--- src/hw/rtl/drg_pkg.sv ---
package drg_pkg;

    localparam int COORD_W = 32;
    localparam int RAD_W   = 30;
    localparam int CFG_IDX_W = 3;
    localparam int VIDX_W  = 3;

    localparam logic [COORD_W-1:0] CORNER_MARGIN = 32'd100;
    localparam logic [COORD_W-1:0] CENTER_MARGIN = 32'd50;

    localparam logic [CFG_IDX_W-1:0] REG_CENTER_MODE  = 3'd0;
    localparam logic [CFG_IDX_W-1:0] REG_ROUND_RADIUS = 3'd1;
    localparam logic [CFG_IDX_W-1:0] REG_DECOR_STYLE  = 3'd2;
    localparam logic [CFG_IDX_W-1:0] REG_DECOR_PLACE  = 3'd3;
    localparam logic [CFG_IDX_W-1:0] REG_DECOR_EXTENT = 3'd4;

    localparam logic [1:0] STYLE_CHAMFER = 2'd1;
    localparam logic [1:0] STYLE_NOTCH   = 2'd2;

    localparam logic [1:0] PLACE_0 = 2'd0;
    localparam logic [1:0] PLACE_1 = 2'd1;
    localparam logic [1:0] PLACE_2 = 2'd2;
    localparam logic [1:0] PLACE_3 = 2'd3;

    typedef enum logic [1:0] {
        SH_PLAIN,
        SH_ROUND,
        SH_CHAMFER,
        SH_NOTCH
    } shape_t;

    typedef enum logic [1:0] {
        B_LO,
        B_HI,
        B_MID
    } base_t;

    typedef enum logic [2:0] {
        O_ZERO,
        O_PR,
        O_MR,
        O_PD,
        O_MD,
        O_PH,
        O_MH
    } off_t;

    typedef struct packed {
        base_t xb;
        off_t  xo;
        base_t yb;
        off_t  yo;
    } spec_t;

    typedef struct packed {
        logic             center_mode;
        logic [RAD_W-1:0] round_radius;
        logic [1:0]       decor_style;
        logic [1:0]       decor_place;
        logic [RAD_W-1:0] decor_extent;
    } cfg_t;

    typedef struct packed {
        logic [COORD_W-1:0] x0;
        logic [COORD_W-1:0] y0;
        logic [COORD_W-1:0] x1;
        logic [COORD_W-1:0] y1;
        logic [COORD_W-1:0] cx;
        logic [COORD_W-1:0] cy;
        shape_t             shape;
        logic [1:0]         place;
    } desc_t;

    typedef struct packed {
        logic [COORD_W-1:0] x;
        logic [COORD_W-1:0] y;
        logic               arc;
        logic [COORD_W-1:0] cx;
        logic [COORD_W-1:0] cy;
        logic               last;
    } vertex_t;

    function automatic spec_t mk(base_t xb, off_t xo, base_t yb, off_t yo);
        spec_t s;
        s.xb = xb;
        s.xo = xo;
        s.yb = yb;
        s.yo = yo;
        return s;
    endfunction

    function automatic logic [VIDX_W-1:0] last_idx(shape_t shape);
        logic [VIDX_W-1:0] n;
        case (shape)
            SH_ROUND:   n = 3'd7;
            SH_CHAMFER: n = 3'd4;
            SH_NOTCH:   n = 3'd6;
            default:    n = 3'd3;
        endcase
        return n;
    endfunction

    function automatic spec_t spec_for(shape_t shape, logic [1:0] place,
                                       logic [VIDX_W-1:0] k);
        spec_t s;
        s = mk(B_LO, O_ZERO, B_LO, O_ZERO);
        case (shape)
            SH_ROUND:
            begin
                case (k)
                    3'd0:    s = mk(B_LO, O_PR, B_LO, O_ZERO);
                    3'd1:    s = mk(B_LO, O_ZERO, B_LO, O_PR);
                    3'd2:    s = mk(B_LO, O_ZERO, B_HI, O_MR);
                    3'd3:    s = mk(B_LO, O_PR, B_HI, O_ZERO);
                    3'd4:    s = mk(B_HI, O_MR, B_HI, O_ZERO);
                    3'd5:    s = mk(B_HI, O_ZERO, B_HI, O_MR);
                    3'd6:    s = mk(B_HI, O_ZERO, B_LO, O_PR);
                    default: s = mk(B_HI, O_MR, B_LO, O_ZERO);
                endcase
            end
            SH_CHAMFER:
            begin
                case (place)
                    PLACE_0:
                    begin
                        case (k)
                            3'd0:    s = mk(B_LO, O_ZERO, B_LO, O_ZERO);
                            3'd1:    s = mk(B_LO, O_ZERO, B_HI, O_MD);
                            3'd2:    s = mk(B_LO, O_PD, B_HI, O_ZERO);
                            3'd3:    s = mk(B_HI, O_ZERO, B_HI, O_ZERO);
                            default: s = mk(B_HI, O_ZERO, B_LO, O_ZERO);
                        endcase
                    end
                    PLACE_1:
                    begin
                        case (k)
                            3'd0:    s = mk(B_LO, O_ZERO, B_LO, O_ZERO);
                            3'd1:    s = mk(B_LO, O_ZERO, B_HI, O_ZERO);
                            3'd2:    s = mk(B_HI, O_MD, B_HI, O_ZERO);
                            3'd3:    s = mk(B_HI, O_ZERO, B_HI, O_MD);
                            default: s = mk(B_HI, O_ZERO, B_LO, O_ZERO);
                        endcase
                    end
                    PLACE_2:
                    begin
                        case (k)
                            3'd0:    s = mk(B_LO, O_ZERO, B_LO, O_ZERO);
                            3'd1:    s = mk(B_LO, O_ZERO, B_HI, O_ZERO);
                            3'd2:    s = mk(B_HI, O_ZERO, B_HI, O_ZERO);
                            3'd3:    s = mk(B_HI, O_ZERO, B_LO, O_PD);
                            default: s = mk(B_HI, O_MD, B_LO, O_ZERO);
                        endcase
                    end
                    default:
                    begin
                        case (k)
                            3'd0:    s = mk(B_LO, O_PD, B_LO, O_ZERO);
                            3'd1:    s = mk(B_LO, O_ZERO, B_LO, O_PD);
                            3'd2:    s = mk(B_LO, O_ZERO, B_HI, O_ZERO);
                            3'd3:    s = mk(B_HI, O_ZERO, B_HI, O_ZERO);
                            default: s = mk(B_HI, O_ZERO, B_LO, O_ZERO);
                        endcase
                    end
                endcase
            end
            SH_NOTCH:
            begin
                case (place)
                    PLACE_0:
                    begin
                        case (k)
                            3'd0:    s = mk(B_LO, O_ZERO, B_LO, O_ZERO);
                            3'd1:    s = mk(B_LO, O_ZERO, B_HI, O_ZERO);
                            3'd2:    s = mk(B_MID, O_MH, B_MID, O_ZERO);
                            3'd3:    s = mk(B_MID, O_ZERO, B_MID, O_MH);
                            3'd4:    s = mk(B_MID, O_PH, B_MID, O_ZERO);
                            3'd5:    s = mk(B_HI, O_ZERO, B_HI, O_ZERO);
                            default: s = mk(B_HI, O_ZERO, B_LO, O_ZERO);
                        endcase
                    end
                    PLACE_1:
                    begin
                        case (k)
                            3'd0:    s = mk(B_LO, O_ZERO, B_LO, O_ZERO);
                            3'd1:    s = mk(B_LO, O_ZERO, B_HI, O_ZERO);
                            3'd2:    s = mk(B_HI, O_ZERO, B_HI, O_ZERO);
                            3'd3:    s = mk(B_MID, O_ZERO, B_MID, O_PH);
                            3'd4:    s = mk(B_MID, O_MH, B_MID, O_ZERO);
                            3'd5:    s = mk(B_MID, O_ZERO, B_MID, O_MH);
                            default: s = mk(B_HI, O_ZERO, B_LO, O_ZERO);
                        endcase
                    end
                    PLACE_2:
                    begin
                        case (k)
                            3'd0:    s = mk(B_LO, O_ZERO, B_LO, O_ZERO);
                            3'd1:    s = mk(B_LO, O_ZERO, B_HI, O_ZERO);
                            3'd2:    s = mk(B_HI, O_ZERO, B_HI, O_ZERO);
                            3'd3:    s = mk(B_HI, O_ZERO, B_LO, O_ZERO);
                            3'd4:    s = mk(B_MID, O_PH, B_MID, O_ZERO);
                            3'd5:    s = mk(B_MID, O_ZERO, B_MID, O_PH);
                            default: s = mk(B_MID, O_MH, B_MID, O_ZERO);
                        endcase
                    end
                    default:
                    begin
                        case (k)
                            3'd0:    s = mk(B_LO, O_ZERO, B_LO, O_ZERO);
                            3'd1:    s = mk(B_MID, O_ZERO, B_MID, O_MH);
                            3'd2:    s = mk(B_MID, O_PH, B_MID, O_ZERO);
                            3'd3:    s = mk(B_MID, O_ZERO, B_MID, O_PH);
                            3'd4:    s = mk(B_LO, O_ZERO, B_HI, O_ZERO);
                            3'd5:    s = mk(B_HI, O_ZERO, B_HI, O_ZERO);
                            default: s = mk(B_HI, O_ZERO, B_LO, O_ZERO);
                        endcase
                    end
                endcase
            end
            default:
            begin
                case (k)
                    3'd0:    s = mk(B_LO, O_ZERO, B_LO, O_ZERO);
                    3'd1:    s = mk(B_LO, O_ZERO, B_HI, O_ZERO);
                    3'd2:    s = mk(B_HI, O_ZERO, B_HI, O_ZERO);
                    default: s = mk(B_HI, O_ZERO, B_LO, O_ZERO);
                endcase
            end
        endcase
        return s;
    endfunction

endpackage

--- src/hw/rtl/drg_front.sv ---
module drg_front (
    input  logic                          clk,
    input  logic                          rst_n,
    input  drg_pkg::cfg_t                 cfg,
    input  logic                          push,
    output logic                          full,
    input  logic [drg_pkg::COORD_W-1:0]   first_x,
    input  logic [drg_pkg::COORD_W-1:0]   first_y,
    input  logic [drg_pkg::COORD_W-1:0]   second_x,
    input  logic [drg_pkg::COORD_W-1:0]   second_y,
    output logic                          q_push,
    input  logic                          q_full,
    output drg_pkg::desc_t                q_data
);

    localparam int W = drg_pkg::COORD_W;

    function automatic logic slt(logic [W-1:0] a, logic [W-1:0] b);
        return $signed(a) < $signed(b);
    endfunction

    function automatic logic [W-1:0] smin(logic [W-1:0] a, logic [W-1:0] b);
        return slt(a, b) ? a : b;
    endfunction

    function automatic logic [W-1:0] smax(logic [W-1:0] a, logic [W-1:0] b);
        return slt(a, b) ? b : a;
    endfunction

    function automatic logic [W-1:0] sabs(logic [W-1:0] a);
        return a[W-1] ? (~a + 1'b1) : a;
    endfunction

    function automatic logic [W-1:0] halve(logic [W-1:0] s);
        logic [W-1:0] t;
        t = s + {{(W-1){1'b0}}, s[W-1]};
        return {t[W-1], t[W-1:1]};
    endfunction

    logic         en;
    logic [W-1:0] radius;
    logic [W-1:0] ms;
    logic [W-1:0] lim;

    logic s1_v_reg, s2_v_reg, s3_v_reg, s4_v_reg, s5_v_reg;

    logic [W-1:0] s1_ax_reg, s1_ay_reg, s1_px_reg, s1_py_reg, s1_qx_reg, s1_qy_reg;
    logic [W-1:0] s1_ax_next, s1_ay_next, s1_px_next, s1_py_next, s1_qx_next, s1_qy_next;
    logic [W-1:0] s2_ax_reg, s2_ay_reg, s2_bx_reg, s2_by_reg;
    logic [W-1:0] s2_bx_next, s2_by_next;
    logic [W-1:0] s3_x0_reg, s3_y0_reg, s3_x1_reg, s3_y1_reg;
    logic [W-1:0] s3_x0_next, s3_y0_next, s3_x1_next, s3_y1_next;
    logic [W-1:0] s4_x0_reg, s4_y0_reg, s4_x1_reg, s4_y1_reg, s4_sx_reg, s4_sy_reg;
    logic [W-1:0] s4_sx_next, s4_sy_next;
    drg_pkg::desc_t s5_reg;
    drg_pkg::desc_t s5_next;

    assign en     = !s5_v_reg || !q_full;
    assign full   = !en;
    assign q_push = s5_v_reg && !q_full;
    assign q_data = s5_reg;

    assign radius = {{(W-drg_pkg::RAD_W){1'b0}}, cfg.round_radius};
    assign ms     = {radius[W-2:0], 1'b0} + drg_pkg::CORNER_MARGIN;
    assign lim    = radius + drg_pkg::CENTER_MARGIN;

    always_comb
    begin
        if (cfg.center_mode)
        begin
            s1_ax_next = first_x;
            s1_ay_next = first_y;
            s1_px_next = second_x - first_x;
            s1_py_next = second_y - first_y;
            s1_qx_next = lim;
            s1_qy_next = lim;
        end
        else
        begin
            s1_ax_next = smin(first_x, second_x);
            s1_ay_next = smin(first_y, second_y);
            s1_px_next = smax(first_x, second_x);
            s1_py_next = smax(first_y, second_y);
            s1_qx_next = smin(first_x, second_x) + ms;
            s1_qy_next = smin(first_y, second_y) + ms;
        end
    end

    always_comb
    begin
        if (cfg.center_mode)
        begin
            s2_bx_next = smax(sabs(s1_px_reg), s1_qx_reg);
            s2_by_next = smax(sabs(s1_py_reg), s1_qy_reg);
        end
        else
        begin
            s2_bx_next = smax(s1_px_reg, s1_qx_reg);
            s2_by_next = smax(s1_py_reg, s1_qy_reg);
        end
    end

    always_comb
    begin
        if (cfg.center_mode)
        begin
            s3_x0_next = s2_ax_reg - s2_bx_reg;
            s3_y0_next = s2_ay_reg - s2_by_reg;
            s3_x1_next = s2_ax_reg + s2_bx_reg;
            s3_y1_next = s2_ay_reg + s2_by_reg;
        end
        else
        begin
            s3_x0_next = s2_ax_reg;
            s3_y0_next = s2_ay_reg;
            s3_x1_next = s2_bx_reg;
            s3_y1_next = s2_by_reg;
        end
    end

    always_comb
    begin
        case (cfg.decor_place)
            drg_pkg::PLACE_0:
            begin
                s4_sx_next = s3_x0_reg + s3_x1_reg;
                s4_sy_next = s3_y1_reg + s3_y1_reg;
            end
            drg_pkg::PLACE_1:
            begin
                s4_sx_next = s3_x1_reg + s3_x1_reg;
                s4_sy_next = s3_y0_reg + s3_y1_reg;
            end
            drg_pkg::PLACE_2:
            begin
                s4_sx_next = s3_x1_reg + s3_x0_reg;
                s4_sy_next = s3_y0_reg + s3_y0_reg;
            end
            default:
            begin
                s4_sx_next = s3_x0_reg + s3_x0_reg;
                s4_sy_next = s3_y1_reg + s3_y0_reg;
            end
        endcase
    end

    always_comb
    begin
        s5_next.x0    = s4_x0_reg;
        s5_next.y0    = s4_y0_reg;
        s5_next.x1    = s4_x1_reg;
        s5_next.y1    = s4_y1_reg;
        s5_next.cx    = halve(s4_sx_reg);
        s5_next.cy    = halve(s4_sy_reg);
        s5_next.place = cfg.decor_place;
        if (cfg.round_radius != '0)
            s5_next.shape = drg_pkg::SH_ROUND;
        else if (cfg.decor_style == drg_pkg::STYLE_CHAMFER)
            s5_next.shape = drg_pkg::SH_CHAMFER;
        else if (cfg.decor_style == drg_pkg::STYLE_NOTCH)
            s5_next.shape = drg_pkg::SH_NOTCH;
        else
            s5_next.shape = drg_pkg::SH_PLAIN;
    end

    always_ff @(posedge clk or negedge rst_n)
    begin
        if (!rst_n)
        begin
            s1_v_reg <= 1'b0;
            s2_v_reg <= 1'b0;
            s3_v_reg <= 1'b0;
            s4_v_reg <= 1'b0;
            s5_v_reg <= 1'b0;
        end
        else if (en)
        begin
            s1_v_reg <= push;
            s2_v_reg <= s1_v_reg;
            s3_v_reg <= s2_v_reg;
            s4_v_reg <= s3_v_reg;
            s5_v_reg <= s4_v_reg;
        end
    end

    always_ff @(posedge clk)
    begin
        if (en)
        begin
            s1_ax_reg <= s1_ax_next;
            s1_ay_reg <= s1_ay_next;
            s1_px_reg <= s1_px_next;
            s1_py_reg <= s1_py_next;
            s1_qx_reg <= s1_qx_next;
            s1_qy_reg <= s1_qy_next;
            s2_ax_reg <= s1_ax_reg;
            s2_ay_reg <= s1_ay_reg;
            s2_bx_reg <= s2_bx_next;
            s2_by_reg <= s2_by_next;
            s3_x0_reg <= s3_x0_next;
            s3_y0_reg <= s3_y0_next;
            s3_x1_reg <= s3_x1_next;
            s3_y1_reg <= s3_y1_next;
            s4_x0_reg <= s3_x0_reg;
            s4_y0_reg <= s3_y0_reg;
            s4_x1_reg <= s3_x1_reg;
            s4_y1_reg <= s3_y1_reg;
            s4_sx_reg <= s4_sx_next;
            s4_sy_reg <= s4_sy_next;
            s5_reg    <= s5_next;
        end
    end

endmodule

--- src/hw/rtl/drg_queue.sv ---
module drg_queue (
    input  logic           clk,
    input  logic           rst_n,
    input  logic           q_push,
    output logic           q_full,
    input  drg_pkg::desc_t q_wdata,
    input  logic           q_pop,
    output logic           q_valid,
    output drg_pkg::desc_t q_rdata
);

    drg_pkg::desc_t mem [2];
    logic       wr_ptr_reg;
    logic       rd_ptr_reg;
    logic [1:0] cnt_reg;
    logic [1:0] cnt_next;
    logic       do_push;
    logic       do_pop;

    assign q_full  = cnt_reg == 2'd2;
    assign q_valid = cnt_reg != 2'd0;
    assign q_rdata = mem[rd_ptr_reg];
    assign do_push = q_push && !q_full;
    assign do_pop  = q_pop && q_valid;

    always_comb
    begin
        cnt_next = cnt_reg;
        if (do_push && !do_pop)
            cnt_next = cnt_reg + 2'd1;
        else if (do_pop && !do_push)
            cnt_next = cnt_reg - 2'd1;
    end

    always_ff @(posedge clk or negedge rst_n)
    begin
        if (!rst_n)
        begin
            wr_ptr_reg <= 1'b0;
            rd_ptr_reg <= 1'b0;
            cnt_reg    <= 2'd0;
        end
        else
        begin
            cnt_reg <= cnt_next;
            if (do_push)
                wr_ptr_reg <= !wr_ptr_reg;
            if (do_pop)
                rd_ptr_reg <= !rd_ptr_reg;
        end
    end

    always_ff @(posedge clk)
    begin
        if (do_push)
            mem[wr_ptr_reg] <= q_wdata;
    end

endmodule

--- src/hw/rtl/drg_back.sv ---
module drg_back (
    input  logic                        clk,
    input  logic                        rst_n,
    input  drg_pkg::cfg_t               cfg,
    input  logic                        q_valid,
    input  drg_pkg::desc_t              q_rdata,
    output logic                        q_pop,
    output logic                        empty,
    input  logic                        pop,
    output drg_pkg::vertex_t            vout
);

    localparam int W = drg_pkg::COORD_W;

    function automatic logic [W-1:0] place_coord(drg_pkg::base_t b, drg_pkg::off_t o,
                                                 logic [W-1:0] lo, logic [W-1:0] hi,
                                                 logic [W-1:0] mid, logic [W-1:0] r,
                                                 logic [W-1:0] d, logic [W-1:0] h);
        logic [W-1:0] base;
        logic [W-1:0] mag;
        logic         sub;
        case (b)
            drg_pkg::B_HI:  base = hi;
            drg_pkg::B_MID: base = mid;
            default:        base = lo;
        endcase
        case (o)
            drg_pkg::O_PR: begin mag = r; sub = 1'b0; end
            drg_pkg::O_MR: begin mag = r; sub = 1'b1; end
            drg_pkg::O_PD: begin mag = d; sub = 1'b0; end
            drg_pkg::O_MD: begin mag = d; sub = 1'b1; end
            drg_pkg::O_PH: begin mag = h; sub = 1'b0; end
            drg_pkg::O_MH: begin mag = h; sub = 1'b1; end
            default:       begin mag = '0; sub = 1'b0; end
        endcase
        return sub ? base - mag : base + mag;
    endfunction

    drg_pkg::desc_t              cur_reg;
    logic                        cur_v_reg;
    logic [drg_pkg::VIDX_W-1:0]  k_reg;
    drg_pkg::vertex_t            ob_mem [2];
    logic                        ob_wr_reg;
    logic                        ob_rd_reg;
    logic [1:0]                  ob_cnt_reg;
    logic [1:0]                  ob_cnt_next;

    logic [W-1:0]     r;
    logic [W-1:0]     d;
    logic [W-1:0]     h;
    drg_pkg::spec_t   spec;
    drg_pkg::vertex_t vtx;
    logic             emit;
    logic             done;
    logic             out_fire;

    assign r = {{(W-drg_pkg::RAD_W){1'b0}}, cfg.round_radius};
    assign d = {{(W-drg_pkg::RAD_W){1'b0}}, cfg.decor_extent};
    assign h = {1'b0, d[W-1:1]};

    assign spec     = drg_pkg::spec_for(cur_reg.shape, cur_reg.place, k_reg);
    assign emit     = cur_v_reg && ob_cnt_reg != 2'd2;
    assign done     = emit && k_reg == drg_pkg::last_idx(cur_reg.shape);
    assign q_pop    = q_valid && (!cur_v_reg || done);
    assign out_fire = pop && ob_cnt_reg != 2'd0;
    assign empty    = ob_cnt_reg == 2'd0;
    assign vout     = ob_mem[ob_rd_reg];

    always_comb
    begin
        vtx.x    = place_coord(spec.xb, spec.xo, cur_reg.x0, cur_reg.x1, cur_reg.cx, r, d, h);
        vtx.y    = place_coord(spec.yb, spec.yo, cur_reg.y0, cur_reg.y1, cur_reg.cy, r, d, h);
        vtx.arc  = cur_reg.shape == drg_pkg::SH_ROUND && !k_reg[0];
        vtx.last = k_reg == drg_pkg::last_idx(cur_reg.shape);
        vtx.cx   = '0;
        vtx.cy   = '0;
        if (vtx.arc)
        begin
            vtx.cx = k_reg[2] ? cur_reg.x1 - r : cur_reg.x0 + r;
            vtx.cy = (k_reg[2] ^ k_reg[1]) ? cur_reg.y1 - r : cur_reg.y0 + r;
        end
    end

    always_comb
    begin
        ob_cnt_next = ob_cnt_reg;
        if (emit && !out_fire)
            ob_cnt_next = ob_cnt_reg + 2'd1;
        else if (out_fire && !emit)
            ob_cnt_next = ob_cnt_reg - 2'd1;
    end

    always_ff @(posedge clk or negedge rst_n)
    begin
        if (!rst_n)
        begin
            cur_v_reg  <= 1'b0;
            k_reg      <= '0;
            ob_wr_reg  <= 1'b0;
            ob_rd_reg  <= 1'b0;
            ob_cnt_reg <= 2'd0;
        end
        else
        begin
            ob_cnt_reg <= ob_cnt_next;
            if (emit)
                ob_wr_reg <= !ob_wr_reg;
            if (out_fire)
                ob_rd_reg <= !ob_rd_reg;
            if (q_pop)
            begin
                cur_v_reg <= 1'b1;
                k_reg     <= '0;
            end
            else if (done)
            begin
                cur_v_reg <= 1'b0;
                k_reg     <= '0;
            end
            else if (emit)
                k_reg <= k_reg + 1'b1;
        end
    end

    always_ff @(posedge clk)
    begin
        if (q_pop)
            cur_reg <= q_rdata;
        if (emit)
            ob_mem[ob_wr_reg] <= vtx;
    end

endmodule

--- src/hw/rtl/decorated_rectangle_outline_generator.sv ---
// Channel   Handshake              Payload
// input     push / full            first_x, first_y, second_x, second_y
// result    empty / pop            vertex_x, vertex_y, is_arc, center_x, center_y, last_vertex
// config    cfg_we                 cfg_index, cfg_data
//
// The front pipeline takes one item per cycle while not full and computes the outline box.
// The back sequencer emits one vertex per cycle while the result buffer has room: 4, 5, 7 or 8
// vertices per item by shape, so that vertex loop sets the sustained rate.
// Reset clears config, valid flags, queues and sequencer state; data registers are not reset.
// A full result buffer stalls the sequencer, then the two-entry queue, then the front.
module decorated_rectangle_outline_generator (
    input  logic                                clk,
    input  logic                                rst_n,
    input  logic                                push,
    output logic                                full,
    input  logic signed [drg_pkg::COORD_W-1:0]  first_x,
    input  logic signed [drg_pkg::COORD_W-1:0]  first_y,
    input  logic signed [drg_pkg::COORD_W-1:0]  second_x,
    input  logic signed [drg_pkg::COORD_W-1:0]  second_y,
    output logic                                empty,
    input  logic                                pop,
    output logic signed [drg_pkg::COORD_W-1:0]  vertex_x,
    output logic signed [drg_pkg::COORD_W-1:0]  vertex_y,
    output logic                                is_arc,
    output logic signed [drg_pkg::COORD_W-1:0]  center_x,
    output logic signed [drg_pkg::COORD_W-1:0]  center_y,
    output logic                                last_vertex,
    input  logic                                cfg_we,
    input  logic [drg_pkg::CFG_IDX_W-1:0]       cfg_index,
    input  logic [drg_pkg::RAD_W-1:0]           cfg_data
);

    drg_pkg::cfg_t    cfg_reg;
    drg_pkg::desc_t   f_data;
    drg_pkg::desc_t   q_rdata;
    drg_pkg::vertex_t vout;
    logic             q_push;
    logic             q_full;
    logic             q_pop;
    logic             q_valid;

    always_ff @(posedge clk or negedge rst_n)
    begin
        if (!rst_n)
        begin
            cfg_reg <= '0;
        end
        else if (cfg_we)
        begin
            case (cfg_index)
                drg_pkg::REG_CENTER_MODE:  cfg_reg.center_mode  <= cfg_data[0];
                drg_pkg::REG_ROUND_RADIUS: cfg_reg.round_radius <= cfg_data;
                drg_pkg::REG_DECOR_STYLE:  cfg_reg.decor_style  <= cfg_data[1:0];
                drg_pkg::REG_DECOR_PLACE:  cfg_reg.decor_place  <= cfg_data[1:0];
                drg_pkg::REG_DECOR_EXTENT: cfg_reg.decor_extent <= cfg_data;
                default:                   cfg_reg <= cfg_reg;
            endcase
        end
    end

    drg_front u_front (
        .clk      (clk),
        .rst_n    (rst_n),
        .cfg      (cfg_reg),
        .push     (push),
        .full     (full),
        .first_x  (first_x),
        .first_y  (first_y),
        .second_x (second_x),
        .second_y (second_y),
        .q_push   (q_push),
        .q_full   (q_full),
        .q_data   (f_data)
    );

    drg_queue u_queue (
        .clk     (clk),
        .rst_n   (rst_n),
        .q_push  (q_push),
        .q_full  (q_full),
        .q_wdata (f_data),
        .q_pop   (q_pop),
        .q_valid (q_valid),
        .q_rdata (q_rdata)
    );

    drg_back u_back (
        .clk     (clk),
        .rst_n   (rst_n),
        .cfg     (cfg_reg),
        .q_valid (q_valid),
        .q_rdata (q_rdata),
        .q_pop   (q_pop),
        .empty   (empty),
        .pop     (pop),
        .vout    (vout)
    );

    assign vertex_x    = vout.x;
    assign vertex_y    = vout.y;
    assign is_arc      = vout.arc;
    assign center_x    = vout.cx;
    assign center_y    = vout.cy;
    assign last_vertex = vout.last;

    a_no_push_full: assert property (@(posedge clk) disable iff (!rst_n)
        q_push |-> !q_full)
        else $error("front pushed into a full queue");

    a_no_pop_empty: assert property (@(posedge clk) disable iff (!rst_n)
        q_pop |-> q_valid)
        else $error("back popped an empty queue");

    a_arc_not_last: assert property (@(posedge clk) disable iff (!rst_n)
        (!empty && is_arc) |-> !last_vertex)
        else $error("arc start on final vertex");

    a_center_zero: assert property (@(posedge clk) disable iff (!rst_n)
        (!empty && !is_arc) |-> (center_x == '0 && center_y == '0))
        else $error("arc center set on a plain vertex");

endmodule
--- config.mk ---
export PLATFORM = sky130hd
export DESIGN_NAME = decorated_rectangle_outline_generator
export DESIGN_NICKNAME = d
export VERILOG_FILES = /design/src/hw/rtl/drg_pkg.sv /design/src/hw/rtl/drg_front.sv /design/src/hw/rtl/drg_queue.sv /design/src/hw/rtl/drg_back.sv /design/src/hw/rtl/decorated_rectangle_outline_generator.sv
export SDC_FILE = /design/constraint.sdc
export NUM_CORES = 2
export LEC_CHECK = 0
export ABC_AREA = 1
export ABC_CLOCK_PERIOD_IN_PS = 18800
export BUFFER_PORTS_ARGS = -buffer_cell sky130_fd_sc_hd__buf_2
export CORE_MARGIN = 1
export CORE_UTILIZATION = 58
export DETAILED_ROUTE_END_ITERATION = 8
export GPL_TIMING_DRIVEN = 0
export MAX_ROUTING_LAYER = met4
export PLACE_DENSITY = 0.78
export SYNTH_ARGS = -nofsm -noshare
export SYNTH_HDL_FRONTEND = slang
export SYNTH_SLANG_ARGS = --single-unit
--- constraint.sdc ---
create_clock -name clk -period 18.8 [get_ports clk]
set_input_delay 1.88 -clock clk [delete_from_list [all_inputs] [get_ports clk]]
set_output_delay 1.88 -clock clk [all_outputs]
set_load 0.02 [all_outputs]
### Word-level counts from Yosys, hierarchy flattened

Memory sizes are Yosys's and may differ from the RTL's. A register that Yosys moved wholly into a read port is not among the register bits.
Index checks and enable logic that the tools add are counted.

* $add $sub $neg: 33
* magnitude comparators: 6
* eq/ne operators: 38
* mux-type cells: 64
* bitwise logic cells: 3
* reduce and logical (&&, ||, !) cells: 53

Operators by type and width (number)
* 32-bit two-way mux: 26
* 32-bit adder: 10
* 32-bit one-hot mux with 2 select lines: 4
* 10-bit one-hot mux with 6 select lines: 4
* 32-bit < comparator: 6
* 30-bit one-hot mux with 3 select lines: 2
* 9-bit one-hot mux with 4 select lines: 4
* 32-bit by 30-bit adder with 32-bit output: 4
* 32-bit by 30-bit subtractor with 32-bit output: 4
* 32-bit subtractor: 4
* 10-bit one-hot mux with 3 select lines: 3
* 32-bit by 1-bit adder with 32-bit output: 2
* 32-bit by 1-bit adder with 32-bit output, second input constant: 2
* 64-bit two-way mux: 1
* 32-bit inverter: 2
* 9-bit one-hot mux with 7 select lines: 1
* 31-bit by 7-bit adder with 32-bit output, second input constant: 1
* 30-bit by 6-bit adder with 31-bit output, second input constant: 1
* 3-bit == test, second input constant: 10
* 30-bit nonzero test: 1
* 9-bit one-hot mux with 3 select lines: 1
* 3-bit by 2-bit == test with 1-bit output, second input constant: 8
* 2-bit == test, second input constant: 8
* 2-bit OR reduction: 7
* 21 further kinds: 81

* register bits after elaboration: 916
* RAM bits: 652
* bits of input ports: 166
* output and inout port bits: 132
* word-level logic and storage cells: 245
* memories kept: 2

Memory list
* u_queue.mem: words 2, width 196, read ports 1, clocked after Yosys merged registers in 1, wr ports 1, line drg_queue.sv:12 `drg_pkg::desc_t mem [2];`
* u_back.ob_mem: words 2, width 130, read ports 1, clocked after Yosys merged registers in 0, wr ports 1, line drg_back.sv:42 `drg_pkg::vertex_t ob_mem [2];`

### Longest topological paths before layout

* depth after elaboration: 10
* depth in mapped cells: 42
* gate-level depth less buffers: 39

### Modules after synthesis

Synthesis repeated with hierarchy kept, for this count alone.

* cells, all modules: 12599
* area total of the unflattened synthesis: 108441.5 µm²

Modules (own cells, without submodules)
* drg_front: times used 1, cells each 7332, area each 59721.0 µm², seq. area each 25169.1 µm²
* drg_back: times used 1, cells each 3917, area each 31627.8 µm², seq. area each 13893.3 µm²
* drg_queue: times used 1, cells each 1055, area each 14483.9 µm², seq. area each 11871.4 µm²
* decorated_rectangle_outline_generator: times used 1, cells each 295, area each 2608.8 µm², seq. area each 1626.6 µm²

### Worst setup path before layout

Ideal clock, no wire load.

* path type: flip-flop to flip-flop
* start point: register u_queue.cnt_reg[1]
* end point: register u_front.s1_v_reg
* setup time: 0.842 ns
* arrival: 17.165 ns
* required time: 17.958 ns
* path slack: 0.793 ns
* stages on the path, launching flop included: 5
* buffers on the path: 0
* period minus slack after synthesis: 18.007 ns
* cells stage by stage: dfrtp_1 inv_1 nor3_1 inv_1 o21ai_0

* word-level cells in the longest chain between the ends: 3

Ends and longest elaborated chain
* start, declared: line drg_queue.sv:15 `logic [1:0] cnt_reg;`
* start signal, assigned: line drg_queue.sv:45 `cnt_reg <= cnt_next;`
* 2-bit == test: line drg_queue.sv:20 `assign q_full = cnt_reg == 2'd2;`
* 1-bit logical NOT: line drg_front.sv:58 `assign en = !s5_v_reg || !q_full;`
* 1-bit logical OR: line drg_front.sv:58
* end signal, assigned: line drg_front.sv:178 `s1_v_reg <= push;`
* end, declared: line drg_front.sv:45 `logic s1_v_reg, s2_v_reg, s3_v_reg, s4_v_reg, s5_v_reg;`

No other way between the ends.
A chain may end at the register's enable or synchronous reset.

### Final worst setup path

* start point: input first_x[3] in the netlist's numbering
* end point: register u_front.s1_qx_reg[25], data pin

* word-level cells in the longest chain between the ends: 4

Ends and longest elaborated chain
* start, declared: line decorated_rectangle_outline_generator.sv:16 `input logic signed [drg_pkg::COORD_W-1:0] first_x,`
* 32-bit < comparator: line drg_front.sv:19 `return $signed(a) < $signed(b);`
* 32-bit two-way mux *: line drg_front.sv:23 `return slt(a, b) ? a : b;`
* 32-bit adder *: line drg_front.sv:84 `s1_qx_next = smin(first_x, second_x) + ms;`
* 32-bit two-way mux *: line drg_front.sv:69 `if (cfg.center_mode)`
* named net u_front.s1_qx_next[25]: line drg_front.sv:48 `logic [W-1:0] s1_ax_next, s1_ay_next, s1_px_next, s1_py_next, s1_qx_next, s1_qy_next;`
* end signal, assigned: line drg_front.sv:194 `s1_qx_reg <= s1_qx_next;`
* end, declared: line drg_front.sv:47 `logic [W-1:0] s1_ax_reg, s1_ay_reg, s1_px_reg, s1_py_reg, s1_qx_reg, s1_qy_reg;`

Mark *: on every way through the listed nets, which the timed path passes. The rest lies on a longest branch.

==> results_tabular.tex <==
\begin{tabular}{lr}
\hline
Metric & Value \\
\hline
\multicolumn{2}{l}{\textbf{Status}} \\
Run status & finished with violations \\
Failing checks & design-rule violations, max-capacitance violations, max-slew violations \\
\multicolumn{2}{l}{\textbf{Placed design}} \\
Detailed placement HPWL & 314000 um \\
Gpl congestion & 1.10 \\
Count of placed standard cells including taps & 14.5k \\
Worst-case setup slack after placement & just over 10 ns \\
Number of input and output port buffers inserted & roughly 300 \\
\multicolumn{2}{l}{\textbf{Routing}} \\
Per-cell via count in the routed design & between 6 and 7 \\
Highest metal layer with signal wires & met4 \\
Routed wire length & 402000 um \\
Number of iterations in the first detailed-routing pass & 9 \\
Via count & around 93k \\
Detailed route wirelength on metal2 & 184000 um \\
DRC violation total after the first TritonRoute iteration & 12.1k \\
Remaining DRCs & 25 \\
Routed length on met3 & 40400 um \\
Routed length per placed instance & 27.0 um \\
Remaining antenna violation count after routing & 0 \\
Metal1 wirelength & $\sim$140000 um \\
\multicolumn{2}{l}{\textbf{Worst setup path}} \\
Data arrival, critical path & between 8 and 9 ns \\
CP max-delay cell & o21ai\_0 \\
CP Data Required Time & 19.38 ns \\
Nature of the critical path startpoint & primary input \\
Most common cell on crit path & nand2\_1 \\
Setup Crit Path Kind & in2reg \\
Largest driver fanout on the critical path & 10 \\
Category of the worst setup path capture point & register \\
Max stage delay on crit path & 1.33 ns \\
Setup slack on the worst flop-to-flop path & 10.72 ns \\
\multicolumn{2}{l}{\textbf{Final layout}} \\
Largest reg by FF count & u\_queue.mem \\
Largest registers & u\_queue.mem: 388 flops, u\_back.ob\_mem: 260 flops \\
Post-route non-filler standard cell count & 14.9k \\
Number of flip-flops under the largest register name & roughly 390 \\
Total number of nets in the final design & 13.2k \\
Area growth from synthesis to layout & 10.5\% \\
Share of cells above drive strength 1 & 0.0662 \\
\multicolumn{2}{l}{\textbf{Floorplan}} \\
Die Outline Area & 0.183 mm\^{}2 \\
Starting density of the core & 0.587 \\
Die width & 428 um \\
Row count & roughly 160 \\
Area of the placeable core & 0.179 mm\^{}2 \\
Number of primary I/O pins & between 200 and 300 \\
Y dimension of the die & 428 um \\
\multicolumn{2}{l}{\textbf{Yosys}} \\
Synth cell count leaders & 3120 x nand2\_1, 1676 x edfxtp\_1, 1232 x inv\_1 \\
Most frequently used flop master after synthesis & edfxtp\_1 \\
FFs w/ async S/R, synth & 0.0466 \\
Cell count after synthesis & 11.8k \\
Largest area contributor in the netlist & edfxtp\_1 \\
Number of different library cells in the post-synthesis netlist & 69 \\
Fraction of the yosys area taken by sequential cells & 0.498 \\
Total number of yosys warnings & 0 \\
Post-synthesis instance area & 0.105 mm\^{}2 \\
Number of nets produced by synthesis & 12.7k \\
Number of enable flip-flop cells after synthesis & between 1.5k and 2k \\
Avg Inst Size Synth & 8.88 um\^{}2 \\
Count leader, synth & nand2\_1 \\
Count of state elements after synthesis & 1758 \\
Synth top area share & 0.478 \\
Synth area leaders & edfxtp\_1 48\%, nand2\_1 11\%, ha\_1 8.3\% \\
\multicolumn{2}{l}{\textbf{STA}} \\
Total count of max-transition violations in the final report & 34 \\
Setup ws final & 10.64 ns \\
Actual slew at the worst max-slew pin & approximately 1.6 ns \\
Relative max-transition margin & -0.0906 \\
Final setup violation count & 0 \\
Minimum period implied by the final worst setup slack & 8.16 ns \\
Worst clock skew & around 0.055 ns \\
Final Hold Fails & 0 \\
Max frequency & 123 MHz \\
Final worst-path cycle share & 0.434 \\
Setup repair after global routing missed its margin & no \\
\multicolumn{2}{l}{\textbf{Clock tree}} \\
H-tree level count & 4 \\
Post-CTS Resized & 0 \\
CTS tree & built \\
Sinks on the clock net & $\sim$1.8k \\
Insertion delay to the later sink of the worst-skew pair & about 0.89 ns \\
Clock buffers created by TritonCTS & 174 \\
Hold buffers post-CTS & 0 \\
Root buffer cell & clkbuf\_16 \\
Clk buf depth & 3 \\
Clock-pin slew reported for the worst setup and hold paths after clock tree synthesis & 0.06 ns \\
Setup bufs post-CTS & 0 \\
\multicolumn{2}{l}{\textbf{GRT}} \\
Maximum number of pins on one net before global-route repair & 143 \\
Wire length of the first global-routing pass & 576000 um \\
Overall fraction of global-route tracks in use & 0.440 \\
Number of global-route vias before repair & 89.2k \\
Initial antenna violation count & 27 \\
Aggregate global routing overflow & 0 \\
\multicolumn{2}{l}{\textbf{Flow run}} \\
Number of max-cap violations & 6 \\
\multicolumn{2}{l}{\textbf{Worst hold path}} \\
Min-delay worst type & reg2reg \\
\hline
\end{tabular}
[per-layer routing]
layer  up-vias  track usage
met2      6178        0.694
met1     43500        0.498
met3      1520       0.0904
li1      41600            -
met4         0        0.321
met5         -            -
[worst max-delay path: cells and delay by family]
kind,cells,cell delay (ns)
AO/OA/AOI/OAI,7,3.03
adder cells (fa/ha/maj),2,0.81
buffers and inverters,5,0.97
AND/OR/NAND/NOR,19,2.02
[cell type report]
type	count	area [um^2]
Clock inverter	117	1350
Clock buffer	206	4500
Antenna cell	30	75.1
Sequential cell	1758	52400
Inverter	1261	4750
Fill cell	14000	63100
Timing Repair Buffer	326	2100
Tap cell	2355	2950
Multi-Input combinational cell	8471	46700
Buffer	358	1440
[kinds of logic after synthesis]
logic type	after synthesis	share of synthesized area
AO/OA/AOI/OAI	2496	0.133
XOR/XNOR	404	0.0336
adder cells (fa/ha/maj)	713	0.0859
buffers and inverters	1619	0.0587
flip-flops	1758	0.498
multiplexers	24	0.00257
AND/OR/NAND/NOR	4834	0.188
[layout by cell type (no fill, tap or decap), drive strengths merged, types with 59 or more instances in the layout]
master  instances
nor3          110
xnor2          97
nand3         399
a31oi          69
edfxtp       1676
o211ai         78
or2            59
nand4         124
nand2        3149
dfrtp          82
clkinv         85
xor2          307
o21ai        1075
buf           371
inv          1263
a21oi         885
ha            697
clkbuf        519
nor2          908
[final timing paths]
path | startpoint | end | cells after the start
min in group asynchronous | rst_n | u_front.s2_v_reg | 1
worst min-delay path | u_front.s4_x0_reg[13] | u_front.q_data[177] | 0
worst min register to register | u_front.s4_x0_reg[13] | u_front.q_data[177] | 0
max in group asynchronous | rst_n | cfg_reg[48] | 2
worst max-delay path | first_x[3] | u_front.s1_qx_reg[25] | 33
worst max register to register | u_back.k_reg[2] | u_back.ob_mem[1][127] | 26
[stage by stage]
step / TNS (ns) / utilization / cell area [um^2] / hold WS, ns
final: 0 / 0.648 / 116000 / 0.387
after global routing: 0 / 0.648 / 116000 / 0.396
after CTS: 0 / 0.648 / 116000 / 0.394
after detailed placement: 0 / 0.615 / 110000 / 0.405
after global placement: -3817.77 / 0.611 / 110000 / 0.401
after floorplan: 0 / - / 105000 / 0.400
Power is left out: the tool's default activity adds up to more than one toggle a clock period on the data nets, which glitch-free logic cannot reach.
